--- src/rtl/core/edm_pkg.sv ---
// ---------------------------------------------------------------------------
// edm_pkg
// Shared types and constants for the edit distance engine.
// ---------------------------------------------------------------------------
`timescale 1ns / 1ps
`default_nettype none

package edm_pkg;

  localparam int MaxLenDefault = 64;
  localparam int OpW           = 2;
  localparam int SymW          = 8;
  localparam int DistW         = 7;
  localparam int DistMax       = 127;

  typedef enum logic [OpW-1:0] {
    OP_FIRST   = 2'd0,
    OP_SECOND  = 2'd1,
    OP_COMPUTE = 2'd2
  } op_t;

  typedef enum logic [2:0] {
    ST_IDLE,
    ST_INIT,
    ST_ROW,
    ST_CELL,
    ST_WAIT
  } state_t;

  // text store controls
  typedef struct packed {
    logic wr_first;
    logic wr_second;
    logic rd_first;
    logic rd_second;
  } text_cmd_t;

  // cost row controls
  typedef struct packed {
    logic rd_en;
    logic wr_en;
  } cost_cmd_t;

endpackage

`default_nettype wire

--- src/rtl/core/edm_text_mem.sv ---
// ---------------------------------------------------------------------------
// edm_text_mem
// Two byte stores for the first and second strings, one read port each.
// ---------------------------------------------------------------------------
`timescale 1ns / 1ps
`default_nettype none

module edm_text_mem #(
  parameter int MaxLen = edm_pkg::MaxLenDefault,
  localparam int AddrW = (MaxLen > 1) ? $clog2(MaxLen) : 1
) (
  input  wire logic                    clk,
  input  wire edm_pkg::text_cmd_t      cmd,
  input  wire logic [AddrW-1:0]        wr_addr,
  input  wire logic [edm_pkg::SymW-1:0] wr_data,
  input  wire logic [AddrW-1:0]        first_rd_addr,
  input  wire logic [AddrW-1:0]        second_rd_addr,
  output logic      [edm_pkg::SymW-1:0] first_rd_data,
  output logic      [edm_pkg::SymW-1:0] second_rd_data
);

  logic [edm_pkg::SymW-1:0] first_text  [MaxLen];
  logic [edm_pkg::SymW-1:0] second_text [MaxLen];

  always_ff @(posedge clk) begin
    if (cmd.wr_first) begin
      first_text[wr_addr] <= wr_data;
    end
    if (cmd.rd_first) begin
      first_rd_data <= first_text[first_rd_addr];
    end
  end

  always_ff @(posedge clk) begin
    if (cmd.wr_second) begin
      second_text[wr_addr] <= wr_data;
    end
    if (cmd.rd_second) begin
      second_rd_data <= second_text[second_rd_addr];
    end
  end

endmodule

`default_nettype wire

--- src/rtl/core/edm_cost_mem.sv ---
// ---------------------------------------------------------------------------
// edm_cost_mem
// Single cost row of the distance table; entry k holds column k+1.
// ---------------------------------------------------------------------------
`timescale 1ns / 1ps
`default_nettype none

module edm_cost_mem #(
  parameter int MaxLen = edm_pkg::MaxLenDefault,
  localparam int AddrW = (MaxLen > 1) ? $clog2(MaxLen) : 1,
  localparam int LenW  = $clog2(MaxLen + 1)
) (
  input  wire logic               clk,
  input  wire edm_pkg::cost_cmd_t cmd,
  input  wire logic [AddrW-1:0]   wr_addr,
  input  wire logic [LenW-1:0]    wr_data,
  input  wire logic [AddrW-1:0]   rd_addr,
  output logic      [LenW-1:0]    rd_data
);

  logic [LenW-1:0] cost_row [MaxLen];

  always_ff @(posedge clk) begin
    if (cmd.wr_en) begin
      cost_row[wr_addr] <= wr_data;
    end
    if (cmd.rd_en) begin
      rd_data <= cost_row[rd_addr];
    end
  end

endmodule

`default_nettype wire

--- src/rtl/core/edm_seq.sv ---
// ---------------------------------------------------------------------------
// edm_seq
// Load/compute sequencer: appends, row walk of the recurrence, result reg.
// ---------------------------------------------------------------------------
`timescale 1ns / 1ps
`default_nettype none

module edm_seq #(
  parameter int MaxLen = edm_pkg::MaxLenDefault,
  localparam int AddrW = (MaxLen > 1) ? $clog2(MaxLen) : 1,
  localparam int LenW  = $clog2(MaxLen + 1)
) (
  input  wire logic                     clk,
  input  wire logic                     rst_n,
  // request side
  input  wire logic                     in_valid,
  input  wire logic [edm_pkg::OpW-1:0]  in_op,
  input  wire logic [edm_pkg::SymW-1:0] in_sym,
  output logic                          in_ready,
  // result side
  output logic                          out_valid,
  input  wire logic                     out_ready,
  output logic      [edm_pkg::DistW-1:0] out_dist,
  output logic                          out_trunc,
  // text store
  output edm_pkg::text_cmd_t            text_cmd,
  output logic      [AddrW-1:0]         text_wr_addr,
  output logic      [edm_pkg::SymW-1:0] text_wr_data,
  output logic      [AddrW-1:0]         first_rd_addr,
  output logic      [AddrW-1:0]         second_rd_addr,
  input  wire logic [edm_pkg::SymW-1:0] first_rd_data,
  input  wire logic [edm_pkg::SymW-1:0] second_rd_data,
  // cost row
  output edm_pkg::cost_cmd_t            cost_cmd,
  output logic      [AddrW-1:0]         cost_wr_addr,
  output logic      [LenW-1:0]          cost_wr_data,
  output logic      [AddrW-1:0]         cost_rd_addr,
  input  wire logic [LenW-1:0]          cost_rd_data
);

  localparam int SatW = (LenW > edm_pkg::DistW) ? LenW : edm_pkg::DistW;

  edm_pkg::state_t state_r, state_nxt;
  logic [LenW-1:0] first_len_r, first_len_nxt;
  logic [LenW-1:0] second_len_r, second_len_nxt;
  logic            ovf_r, ovf_nxt;
  logic [LenW-1:0] i_r, i_nxt;
  logic [LenW-1:0] j_r, j_nxt;
  logic [LenW-1:0] diag_r, diag_nxt;
  logic [LenW-1:0] left_r, left_nxt;
  logic [LenW-1:0] result_r, result_nxt;
  logic            out_valid_r, out_valid_nxt;
  logic [edm_pkg::DistW-1:0] out_dist_r, out_dist_nxt;
  logic            out_trunc_r, out_trunc_nxt;

  logic [LenW-1:0] j_m1;
  logic [LenW-1:0] i_m1;
  logic [LenW-1:0] min_dl;
  logic [LenW-1:0] min_all;
  logic [LenW-1:0] cell_val;
  logic [SatW-1:0] res_ext;
  logic [edm_pkg::DistW-1:0] dist_sat;

  // one cell of the recurrence
  always_comb begin
    j_m1     = j_r - LenW'(1);
    i_m1     = i_r - LenW'(1);
    min_dl   = (diag_r < left_r) ? diag_r : left_r;
    min_all  = (min_dl < cost_rd_data) ? min_dl : cost_rd_data;
    cell_val = (first_rd_data == second_rd_data) ? diag_r : (min_all + LenW'(1));
    res_ext  = SatW'(result_r);
    dist_sat = (res_ext > SatW'(edm_pkg::DistMax)) ? edm_pkg::DistW'(edm_pkg::DistMax)
                                                    : res_ext[edm_pkg::DistW-1:0];
  end

  always_ff @(posedge clk) begin
    if (!rst_n) begin
      state_r      <= edm_pkg::ST_IDLE;
      first_len_r  <= '0;
      second_len_r <= '0;
      ovf_r        <= 1'b0;
      out_valid_r  <= 1'b0;
    end else begin
      state_r      <= state_nxt;
      first_len_r  <= first_len_nxt;
      second_len_r <= second_len_nxt;
      ovf_r        <= ovf_nxt;
      out_valid_r  <= out_valid_nxt;
    end
  end

  always_ff @(posedge clk) begin
    i_r         <= i_nxt;
    j_r         <= j_nxt;
    diag_r      <= diag_nxt;
    left_r      <= left_nxt;
    result_r    <= result_nxt;
    out_dist_r  <= out_dist_nxt;
    out_trunc_r <= out_trunc_nxt;
  end

  always_comb begin
    state_nxt      = state_r;
    first_len_nxt  = first_len_r;
    second_len_nxt = second_len_r;
    ovf_nxt        = ovf_r;
    i_nxt          = i_r;
    j_nxt          = j_r;
    diag_nxt       = diag_r;
    left_nxt       = left_r;
    result_nxt     = result_r;
    out_dist_nxt   = out_dist_r;
    out_trunc_nxt  = out_trunc_r;
    out_valid_nxt  = out_valid_r && !out_ready;

    in_ready       = 1'b0;
    text_cmd       = '0;
    text_wr_addr   = (in_op == edm_pkg::OP_FIRST) ? first_len_r[AddrW-1:0]
                                                  : second_len_r[AddrW-1:0];
    text_wr_data   = in_sym;
    first_rd_addr  = i_m1[AddrW-1:0];
    second_rd_addr = '0;
    cost_cmd       = '0;
    cost_wr_addr   = j_m1[AddrW-1:0];
    cost_wr_data   = cell_val;
    cost_rd_addr   = '0;

    unique case (state_r)
      edm_pkg::ST_IDLE: begin
        in_ready = 1'b1;
        if (in_valid) begin
          unique case (edm_pkg::op_t'(in_op))
            edm_pkg::OP_FIRST: begin
              if (first_len_r < LenW'(MaxLen)) begin
                text_cmd.wr_first = 1'b1;
                first_len_nxt     = first_len_r + LenW'(1);
              end else begin
                ovf_nxt = 1'b1;
              end
            end
            edm_pkg::OP_SECOND: begin
              if (second_len_r < LenW'(MaxLen)) begin
                text_cmd.wr_second = 1'b1;
                second_len_nxt     = second_len_r + LenW'(1);
              end else begin
                ovf_nxt = 1'b1;
              end
            end
            edm_pkg::OP_COMPUTE: begin
              if (first_len_r == '0 || second_len_r == '0) begin
                // one side empty: distance is the other length
                result_nxt = first_len_r | second_len_r;
                state_nxt  = edm_pkg::ST_WAIT;
              end else begin
                j_nxt     = LenW'(1);
                state_nxt = edm_pkg::ST_INIT;
              end
            end
            default: begin
            end
          endcase
        end
      end

      edm_pkg::ST_INIT: begin
        // row zero: cost[j] = j
        cost_cmd.wr_en = 1'b1;
        cost_wr_data   = j_r;
        if (j_r == second_len_r) begin
          i_nxt     = LenW'(1);
          state_nxt = edm_pkg::ST_ROW;
        end else begin
          j_nxt = j_r + LenW'(1);
        end
      end

      edm_pkg::ST_ROW: begin
        // fetch row symbol and first column; column zero is i
        text_cmd.rd_first  = 1'b1;
        text_cmd.rd_second = 1'b1;
        cost_cmd.rd_en     = 1'b1;
        diag_nxt           = i_m1;
        left_nxt           = i_r;
        j_nxt              = LenW'(1);
        state_nxt          = edm_pkg::ST_CELL;
      end

      edm_pkg::ST_CELL: begin
        cost_cmd.wr_en = 1'b1;
        left_nxt       = cell_val;
        diag_nxt       = cost_rd_data;
        if (j_r != second_len_r) begin
          text_cmd.rd_second = 1'b1;
          cost_cmd.rd_en     = 1'b1;
          second_rd_addr     = j_r[AddrW-1:0];
          cost_rd_addr       = j_r[AddrW-1:0];
          j_nxt              = j_r + LenW'(1);
        end else if (i_r != first_len_r) begin
          i_nxt     = i_r + LenW'(1);
          state_nxt = edm_pkg::ST_ROW;
        end else begin
          result_nxt = cell_val;
          state_nxt  = edm_pkg::ST_WAIT;
        end
      end

      edm_pkg::ST_WAIT: begin
        if (!out_valid_r || out_ready) begin
          out_valid_nxt  = 1'b1;
          out_dist_nxt   = dist_sat;
          out_trunc_nxt  = ovf_r;
          first_len_nxt  = '0;
          second_len_nxt = '0;
          ovf_nxt        = 1'b0;
          state_nxt      = edm_pkg::ST_IDLE;
        end
      end

      default: begin
        state_nxt = edm_pkg::ST_IDLE;
      end
    endcase
  end

  assign out_valid = out_valid_r;
  assign out_dist  = out_dist_r;
  assign out_trunc = out_trunc_r;

endmodule

`default_nettype wire

--- src/rtl/core/edit_distance_engine.sv ---
// ---------------------------------------------------------------------------
// edit_distance_engine
// Levenshtein distance (unit costs) over two byte strings loaded by requests.
// ---------------------------------------------------------------------------
// Requests carry an op in in_tuser: append in_tdata to the first string,
// append to the second string, or compute. Each string holds up to MAX_LEN
// bytes; further appends are dropped and flagged in the next result's
// truncated bit (out_tuser). A compute emits one result and clears both
// strings. A compute with lengths m, n > 0 first seeds the cost row, then
// for each row fetches the row symbol and then walks its cells one at a time,
// bounded by the single read/write port pair of the cost-row memory. With
// an empty string a compute skips the walk and reports the other length.
// Distances above 127 (MAX_LEN > 127) saturate.
// Appends are accepted while a finished result waits on out_tready.
// ---------------------------------------------------------------------------
`timescale 1ns / 1ps
`default_nettype none

module edit_distance_engine #(
  parameter int MAX_LEN = edm_pkg::MaxLenDefault
) (
  input  wire logic       clk,
  input  wire logic       rst_n,
  // request channel
  input  wire logic       in_tvalid,
  output logic            in_tready,
  input  wire logic [7:0] in_tdata,   // [7:0] symbol
  input  wire logic [1:0] in_tuser,   // [1:0] op
  // result channel
  output logic            out_tvalid,
  input  wire logic       out_tready,
  output logic [7:0]      out_tdata,  // [6:0] distance, [7] zero
  output logic [0:0]      out_tuser   // [0] truncated
);

  localparam int AddrW = (MAX_LEN > 1) ? $clog2(MAX_LEN) : 1;
  localparam int LenW  = $clog2(MAX_LEN + 1);

  edm_pkg::text_cmd_t            text_cmd;
  logic [AddrW-1:0]              text_wr_addr;
  logic [edm_pkg::SymW-1:0]      text_wr_data;
  logic [AddrW-1:0]              first_rd_addr;
  logic [AddrW-1:0]              second_rd_addr;
  logic [edm_pkg::SymW-1:0]      first_rd_data;
  logic [edm_pkg::SymW-1:0]      second_rd_data;
  edm_pkg::cost_cmd_t            cost_cmd;
  logic [AddrW-1:0]              cost_wr_addr;
  logic [LenW-1:0]               cost_wr_data;
  logic [AddrW-1:0]              cost_rd_addr;
  logic [LenW-1:0]               cost_rd_data;
  logic [edm_pkg::DistW-1:0]     out_dist;
  logic                          out_trunc;

  // sequencer: owns lengths, overflow flag, row/column counters, result reg
  edm_seq #(.MaxLen(MAX_LEN)) u_seq (
    .clk            (clk),
    .rst_n          (rst_n),
    .in_valid       (in_tvalid),
    .in_op          (in_tuser),
    .in_sym         (in_tdata),
    .in_ready       (in_tready),
    .out_valid      (out_tvalid),
    .out_ready      (out_tready),
    .out_dist       (out_dist),
    .out_trunc      (out_trunc),
    .text_cmd       (text_cmd),
    .text_wr_addr   (text_wr_addr),
    .text_wr_data   (text_wr_data),
    .first_rd_addr  (first_rd_addr),
    .second_rd_addr (second_rd_addr),
    .first_rd_data  (first_rd_data),
    .second_rd_data (second_rd_data),
    .cost_cmd       (cost_cmd),
    .cost_wr_addr   (cost_wr_addr),
    .cost_wr_data   (cost_wr_data),
    .cost_rd_addr   (cost_rd_addr),
    .cost_rd_data   (cost_rd_data)
  );

  // string bytes; first-string read data holds for a whole row
  edm_text_mem #(.MaxLen(MAX_LEN)) u_text (
    .clk            (clk),
    .cmd            (text_cmd),
    .wr_addr        (text_wr_addr),
    .wr_data        (text_wr_data),
    .first_rd_addr  (first_rd_addr),
    .second_rd_addr (second_rd_addr),
    .first_rd_data  (first_rd_data),
    .second_rd_data (second_rd_data)
  );

  // cost row: cell j is read in the cycle before its write-back; the write of
  // column j never collides with the read of column j+1
  edm_cost_mem #(.MaxLen(MAX_LEN)) u_cost (
    .clk     (clk),
    .cmd     (cost_cmd),
    .wr_addr (cost_wr_addr),
    .wr_data (cost_wr_data),
    .rd_addr (cost_rd_addr),
    .rd_data (cost_rd_data)
  );

  assign out_tdata = {1'b0, out_dist};
  assign out_tuser = out_trunc;

  // text appends and cost-row walk never overlap
  a_no_append_during_walk: assert property (@(posedge clk) disable iff (!rst_n)
    (text_cmd.wr_first || text_cmd.wr_second) |-> !cost_cmd.wr_en)
    else $error("text append while cost row is being written");

  // only one string is appended per request
  a_single_append: assert property (@(posedge clk) disable iff (!rst_n)
    !(text_cmd.wr_first && text_cmd.wr_second))
    else $error("both strings written in one cycle");

  // every cost read pairs with a second-string read of the same column
  a_cost_text_lockstep: assert property (@(posedge clk) disable iff (!rst_n)
    cost_cmd.rd_en |-> (text_cmd.rd_second && cost_rd_addr == second_rd_addr))
    else $error("cost row read out of step with second string");

  // a new result is only loaded from the busy (non-accepting) state
  a_result_after_busy: assert property (@(posedge clk) disable iff (!rst_n)
    (out_tvalid && !$past(out_tvalid && !out_tready)) |-> $past(!in_tready))
    else $error("result appeared while accepting requests");

endmodule

`default_nettype wire
--- config.mk ---
export PLATFORM = sky130hd
export DESIGN_NAME = edit_distance_engine
export DESIGN_NICKNAME = d
export VERILOG_FILES = /design/src/rtl/core/edm_pkg.sv /design/src/rtl/core/edm_text_mem.sv /design/src/rtl/core/edm_cost_mem.sv /design/src/rtl/core/edm_seq.sv /design/src/rtl/core/edit_distance_engine.sv
export SDC_FILE = /design/constraint.sdc
export NUM_CORES = 2
export LEC_CHECK = 0
export ABC_AREA = 1
export BUFFER_PORTS_ARGS = -buffer_cell sky130_fd_sc_hd__buf_2
export CAP_MARGIN = 20
export CORE_ASPECT_RATIO = 0.5
export CORE_MARGIN = 4
export CORE_UTILIZATION = 35
export DETAILED_ROUTE_END_ITERATION = 12
export SYNTH_ARGS = -nofsm -noshare
export SYNTH_HDL_FRONTEND = slang
export SYNTH_SLANG_ARGS = --single-unit
--- constraint.sdc ---
create_clock -name clk -period 5.85 [get_ports clk]
set_input_delay 1.17 -clock clk [delete_from_list [all_inputs] [get_ports clk]]
set_output_delay 1.17 -clock clk [all_outputs]
set_load 0.01 [all_outputs]
---- After elaboration in Yosys (flattened, before gate mapping) ----
Memory sizes are Yosys's and may differ from the RTL's. A register that Yosys moved wholly into a read port is not among the register bits.
Cells that the tools add are included.
word-level totals
  output and inout bits ................... 11
  input bits .............................. 14
  memories kept ........................... 3
  logic and storage cells ................. 146
  memory bits (writable) .................. 1,472
  register bits ........................... 62
memory list
  memory              words  width  rd ports  clocked after memory_dff  wr ports  RTL line            text
  u_text.first_text   64     8      1         1                         1         edm_text_mem.sv:22  logic [edm_pkg::SymW-1:0] first_text [MaxLen];
  u_text.second_text  64     8      1         1                         1         edm_text_mem.sv:23  logic [edm_pkg::SymW-1:0] second_text [MaxLen];
  u_cost.cost_row     64     7      1         1                         1         edm_cost_mem.sv:21  logic [LenW-1:0] cost_row [MaxLen];
cells by class
  magnitude comparators ................... 5
  bitwise operators ....................... 1
  mux-type cells .......................... 67
  $add $sub $neg .......................... 7
  reduce and logical (&&, ||, !) cells .... 23
  eq/ne operators ......................... 28
operator list
  kind                                                   number
  two-way mux 7 bit                                      24
  case mux 7 bit (2 select lines)                        6
  adder 7 x 1 -> 7 bit, second input constant            5
  case mux 7 bit (4 select lines)                        1
  two-way mux 3 bit                                      7
  two-way mux 1 bit                                      20
  two-way mux 6 bit                                      3
  AND reduction 6 bit                                    3
  inequality test 2 x 1 -> 1 bit, second input constant  8
  case mux 3 bit (5 select lines)                        1
  AND reduction 5 bit                                    3
  logical NOT 7 bit                                      2
  < comparator 7 bit                                     2
  < comparator 7 bit, second input constant              2
  inequality test 2 bit, second input constant           7
  inequality test 7 bit                                  2
  equality test 8 bit                                    1
  nonzero test 2 bit                                     4
  equality test 7 bit                                    1
  greater-than comparator 7 bit, second input constant   1
  bitwise OR 7 bit                                       1
  subtractor 7 x 1 -> 7 bit, second input constant       1
  equality test 3 x 2 -> 1 bit, second input constant    2
  inequality test 3 bit, second input constant           2
  other kinds (17)                                       22

---- Logic depth before layout (Yosys ltp) ----
  depth after elaboration ................. 9
  mapped depth ............................ 29
  mapped depth without buffers ............ 27

---- Hierarchy ----
From an unflattened synthesis, not the netlist that was laid out.
unflattened totals
  cell total of the unflattened synthesis .. 5,776
  area, all modules ....................... 65,716.8 sq um
by module, submodules not included
  module                sequential area each (sq um)  cells an instance  times used  area each (sq um)
  edm_text_mem          31,230.0                      3,619              1           42,823.6
  edm_cost_mem          13,663.1                      1,590              1           18,615.4
  edm_seq               1,671.6                       565                1           4,266.6
  edit_distance_engine  0.0                           2                  1           11.3

---- Worst setup path after synthesis ----
Ideal clock, no wire load.
  kind .................................... register to register
  start ................................... register u_seq.diag_r[6]
  end ..................................... memory u_cost.cost_row[0][1] (netlist name), data pin
  buffers on the path ..................... 2
  cell stages (with the launch flop) ...... 19
  slack ................................... -0.451 ns
  required time ........................... 5.149 ns
  period minus slack after synthesis ...... 6.301 ns
  data arrival time ....................... 5.599 ns
  path through ............................ edfxtp_1 -> ha_1 -> nand2_1 -> inv_1 -> a21oi_1 -> nand2_1 -> clkbuf_1 -> o21ai_0 -> ha_1 -> a21oi_1 -> nor2_1 -> a211oi_2 -> nand2_1 -> buf_2 -> nand2_1 -> nand2_1 -> ha_1 -> mux2i_1 -> o21ai_0
on the way
  cells in the longest elaborated chain, start to end .. 7
RTL lines
  element                   RTL line                    text
  start: declaration        edm_seq.sv:49               logic [LenW-1:0] diag_r, diag_nxt;
  start signal: assignment  edm_seq.sv:95               diag_r <= diag_nxt;
  < comparator 7 bit        edm_seq.sv:68               min_dl = (diag_r < left_r) ? diag_r : left_r;
  two-way mux 7 bit (*)     edm_seq.sv:68
  < comparator 7 bit        edm_seq.sv:69               min_all = (min_dl < cost_rd_data) ? min_dl : cost_rd_data;
  two-way mux 7 bit (*)     edm_seq.sv:69
  adder 7 x 1 -> 7 bit (*)  edm_seq.sv:70               cell_val = (first_rd_data == second_rd_data) ? diag_r : (min_all + LenW'(1));
  two-way mux 7 bit (*)     edm_seq.sv:70
  two-way mux 7 bit (*)     edm_seq.sv:128              unique case (state_r)
  net cost_wr_data[1]       edit_distance_engine.sv:48  logic [LenW-1:0] cost_wr_data;
  end: declaration          edm_cost_mem.sv:21
Mark *: on every way through the listed nets, which the timed path passes. The rest lies on a longest branch.

---- Final worst setup path ----
  start ................................... register u_seq.diag_r[2]
  end ..................................... memory u_cost.cost_row[61][2] (netlist name), data pin
on the way
  cells in the longest elaborated chain, start to end .. 7
RTL lines
  element                RTL line
  < comparator 7 bit     edm_seq.sv:68
  two-way mux 7 bit      edm_seq.sv:68
  < comparator 7 bit     edm_seq.sv:69
  two-way mux 7 bit      edm_seq.sv:69
  adder 7 x 1 -> 7 bit   edm_seq.sv:70
  two-way mux 7 bit (*)  edm_seq.sv:70
  two-way mux 7 bit (*)  edm_seq.sv:128
  net cost_wr_data[2]    edit_distance_engine.sv:48
Marks and branches as above.

==> qor.txt <==
Status: finished, final reports clean
I/O pins: 25
Final slew viol count: 0
Top cell type's share of synthesized area: 71.25%
Setup crit end: u_cost.cost_row[61][2]
RSZ-0062 raised after global routing: false
Crit path top cell by count: nand2_1
Die W: 616.6 um
Syn_area_per_cell: 13.22 sq um
Slowest cell delay on critical path: 0.41 ns
Net count after synthesis: 4,937
CTS tree: done
Critical Path Source Type: register
Num CTS Buffers: 147
Fin crit share: 82.33%
H-Tree Depth: 4
Synth top area cells: edfxtp_1 (71%), o211ai_1 (5.7%), nand3_1 (4.2%)
Largest delay contributor family on the critical path: compound AO/OA/AOI/OAI gates
Drt pass-1 iters: 6
Buffers added on ports: 23
Reg2Reg Depth: 21
Initial antenna violation count: 4
WS Path Type: reg -> reg
Critical Path RT: 6.43 ns
Final TNS setup: 0 ns
Cell taking the most area after synthesis: edfxtp_1
F_max: 0.2076 GHz
Clock Sinks: 1,557
Yosys warns: 0
Netlist cell types: 55
Clk buf depth: 3
CP cell instances: ha_1 -> a21oi_1 -> nand2_1 -> nand2_1 -> nand2_1 -> o21ai_0 -> ha_1 -> a21oi_1 -> nor2_1 -> a211oi_2 -> buf_4 -> nand2_1 -> nand2_1 -> nand2_1 -> ha_1 -> nand3_1 -> nand2_1 -> o22ai_1 -> nand2_1 -> o21ai_4 -> buf_4
Starting Density: 35.31%
Sequential fraction of the synthesis area: 71.83%
Met1 WL: 74,730 um
Via count: 40,710
Peak VDD IR: 255.8 uV
Leak: 22.61 nW
PnR Total Power: 22.08 mW
Overall routing resource usage: 17.67%
Pin count of the biggest net entering global routing: 259
Class of the tightest hold or removal check: reg -> reg
Worst r2r src: u_seq.diag_r[2]
CP arrival: 5.39 ns
Worst setup path start: u_seq.diag_r[2]
Die height: 312.3 um
Multi-input gate area: 16,400 sq um
Top Metal Used: met5
Die area: 192,600 sq um
Nets: 4,838
Final Non-Filler Cells: 7,402
Slowest CP cell: buf_4
Layout cells sized above 1: 12.84%
DR iter-0 viols: 4,757
DP Wirelength: 104,700 um
Gpl congestion: 0.8508
# Post-CTS Setup Buffers: 0
Post-DRT Antenna Nets: 0
Main synth FF type: edfxtp_1
Gate Count Post-Synth: 4,902
Critical path endpoint category: register
R2r setup slk: 1.03 ns
CTS Hold Bufs: 0
Synthesis-to-layout area growth: 11.07%
Grt total ovfl: 0
Met2 Wirelength: 81,250 um
Post_cts resized: 0
Number of placed instances, taps included: 7,139
Ys async rst share: 0%
Vias in the first global route: 40,060
Hold Fails Final Rpt: 0
PwrDens: 306.7 nW/um^2
Post-layout util: 39.21%
DR vias/cell: 5.500
Least-Margin Pin Slew: 1.121 ns
Hold Slack: 0.4349 ns
Floorplan row count: 111
Post-synth EDFFs: 1,538
# DRC: 0
WL/cell: 23.62 um
CP Max Fanout: 38
Tmin final: 4.816 ns
Slew headroom: 25.00%
Critical R2R Capture: u_cost.cost_row[61][2]
Root buffer cell: clkbuf_16
DR WL met3: 14,210 um
CORE AREA: 183,600 sq um
Setup violators final: 0
Number of max-cap violations: 0
Buffers plus inverters on the worst setup path: 2
Number of cells on the critical path: 21
Fill cells: 17,180
First-pass GRT wire length: 260,700 um
Register area: 46,560 sq um
Synth Register Bits: 1,557
Clk slew on worst S/H paths: 0.07 ns
Clock Skew: 0.02959 ns
Mapped Area: 64,820 sq um
Drt total wl: 174,800 um
Worst-Skew Late Latency: 0.79 ns
-- cell type report --
class	count	area share, %
flip-flops and latches	1557	64.68
multi-input cells	2895	22.77
clock buffers	190	5.568
well taps	2486	4.320
repair buffers	99	1.211
clock inverters	71	0.8585
inverters	103	0.5891
diodes	1	0.003476
-- how the worst min path moves through the flow --
stage                           startpoint                 to  slack, ns  cells past startpoint
after floorplan                u_seq.ovf_r    u_seq.out_trunc       0.41                      0
after global placement    u_seq.res_ext[5]  u_seq.out_dist[5]       0.42                      0
after detailed placement  u_seq.res_ext[5]  u_seq.out_dist[5]       0.43                      0
after CTS                 u_seq.res_ext[5]  u_seq.out_dist[5]       0.44                      0
after global routing      u_seq.res_ext[3]  u_seq.out_dist[3]       0.45                      0
final                     u_seq.res_ext[3]  u_seq.out_dist[3]       0.43                      0
-- sequential cells by signal, indices dropped and copies added, names as in the netlist, 7 cells and up --
register	flops
u_text.first_text	512
u_seq.out_dist	7
u_seq.first_len_r	7
u_seq.left_r	7
u_cost.cost_row	448
u_seq.second_len_r	7
u_text.first_rd_data	8
u_text.second_rd_data	8
u_seq.i_r	7
u_seq.diag_r	7
u_seq.j_r	7
u_seq.res_ext	7
u_cost.rd_data	7
u_text.second_text	512
-- cells in the final DEF (no fill, tap or decap), drive strengths merged, types with 3 or more instances in the layout --
| cell type | n |
|---|---|
| edfxtp | 1538 |
| nand3 | 543 |
| nor2 | 536 |
| o211ai | 508 |
| or2 | 467 |
| o21ai | 307 |
| nand2 | 264 |
| clkbuf | 190 |
| inv | 103 |
| buf | 99 |
| o221ai | 84 |
| clkinv | 58 |
| o22ai | 45 |
| a21oi | 21 |
| ha | 21 |
| xor2 | 21 |
| dfxtp | 19 |
| a21o | 15 |
| nor3 | 15 |
| xnor2 | 10 |
| nor3b | 7 |
| bufinv | 7 |
| nor4 | 6 |
| clkinvlp | 6 |
| nand4 | 5 |
| a211oi | 4 |
| nand3b | 3 |
| a31oi | 3 |
-- synth_stat cells (all sizes together), types with 10 or more instances --
cell    instances
inv           101
clkbuf        227
o221ai         84
ha             21
o21ai         307
or2           467
o211ai        508
nand2         264
xnor2          10
xor2           21
buf           120
nand3         543
a21o           15
nor3           15
o22ai          45
a21oi          21
edfxtp       1538
dfxtp          19
nor2          536
-- metal layers --
metal	vias to the layer above	GRT usage (%)
li1	18200	-
met1	20420	24.67
met2	1828	28.18
met3	261	3.010
met4	2	5.569
met5	-	0
-- per-stage QoR --
step | worst slack, ns | cell area (sq um)
6_report | 1.034 | 72000
5_1_grt | 0.5281 | 72000
4_1_cts | 0.9959 | 71980
3_5_place_dp | 1.044 | 67360
3_3_place_gp | 0.9970 | 67360
2_1_floorplan | 0.6468 | 64820
-- cells by family after synthesis --
logic type / Yosys count / share of synthesized area (%)
compound gates: 993 / 10.47
mux: 1 / 0.01544
buf+inv: 450 / 3.048
other cells: 1 / 0.005785
fa+ha+maj: 21 / 0.4053
simple gates: 1848 / 13.80
xor+xnor: 31 / 0.4188
flops: 1557 / 71.83
-- where the power goes --
group | total, mW | leakage (nW) | switching [mW] | internal [mW]
clock network | 9.33 | 2.24 | 4.16 | 5.17
registers | 12.3 | 14.0 | 0.0217 | 12.3
logic | 0.443 | 6.38 | 0.371 | 0.0717
Note: power is estimated with default switching activity, not from simulation.
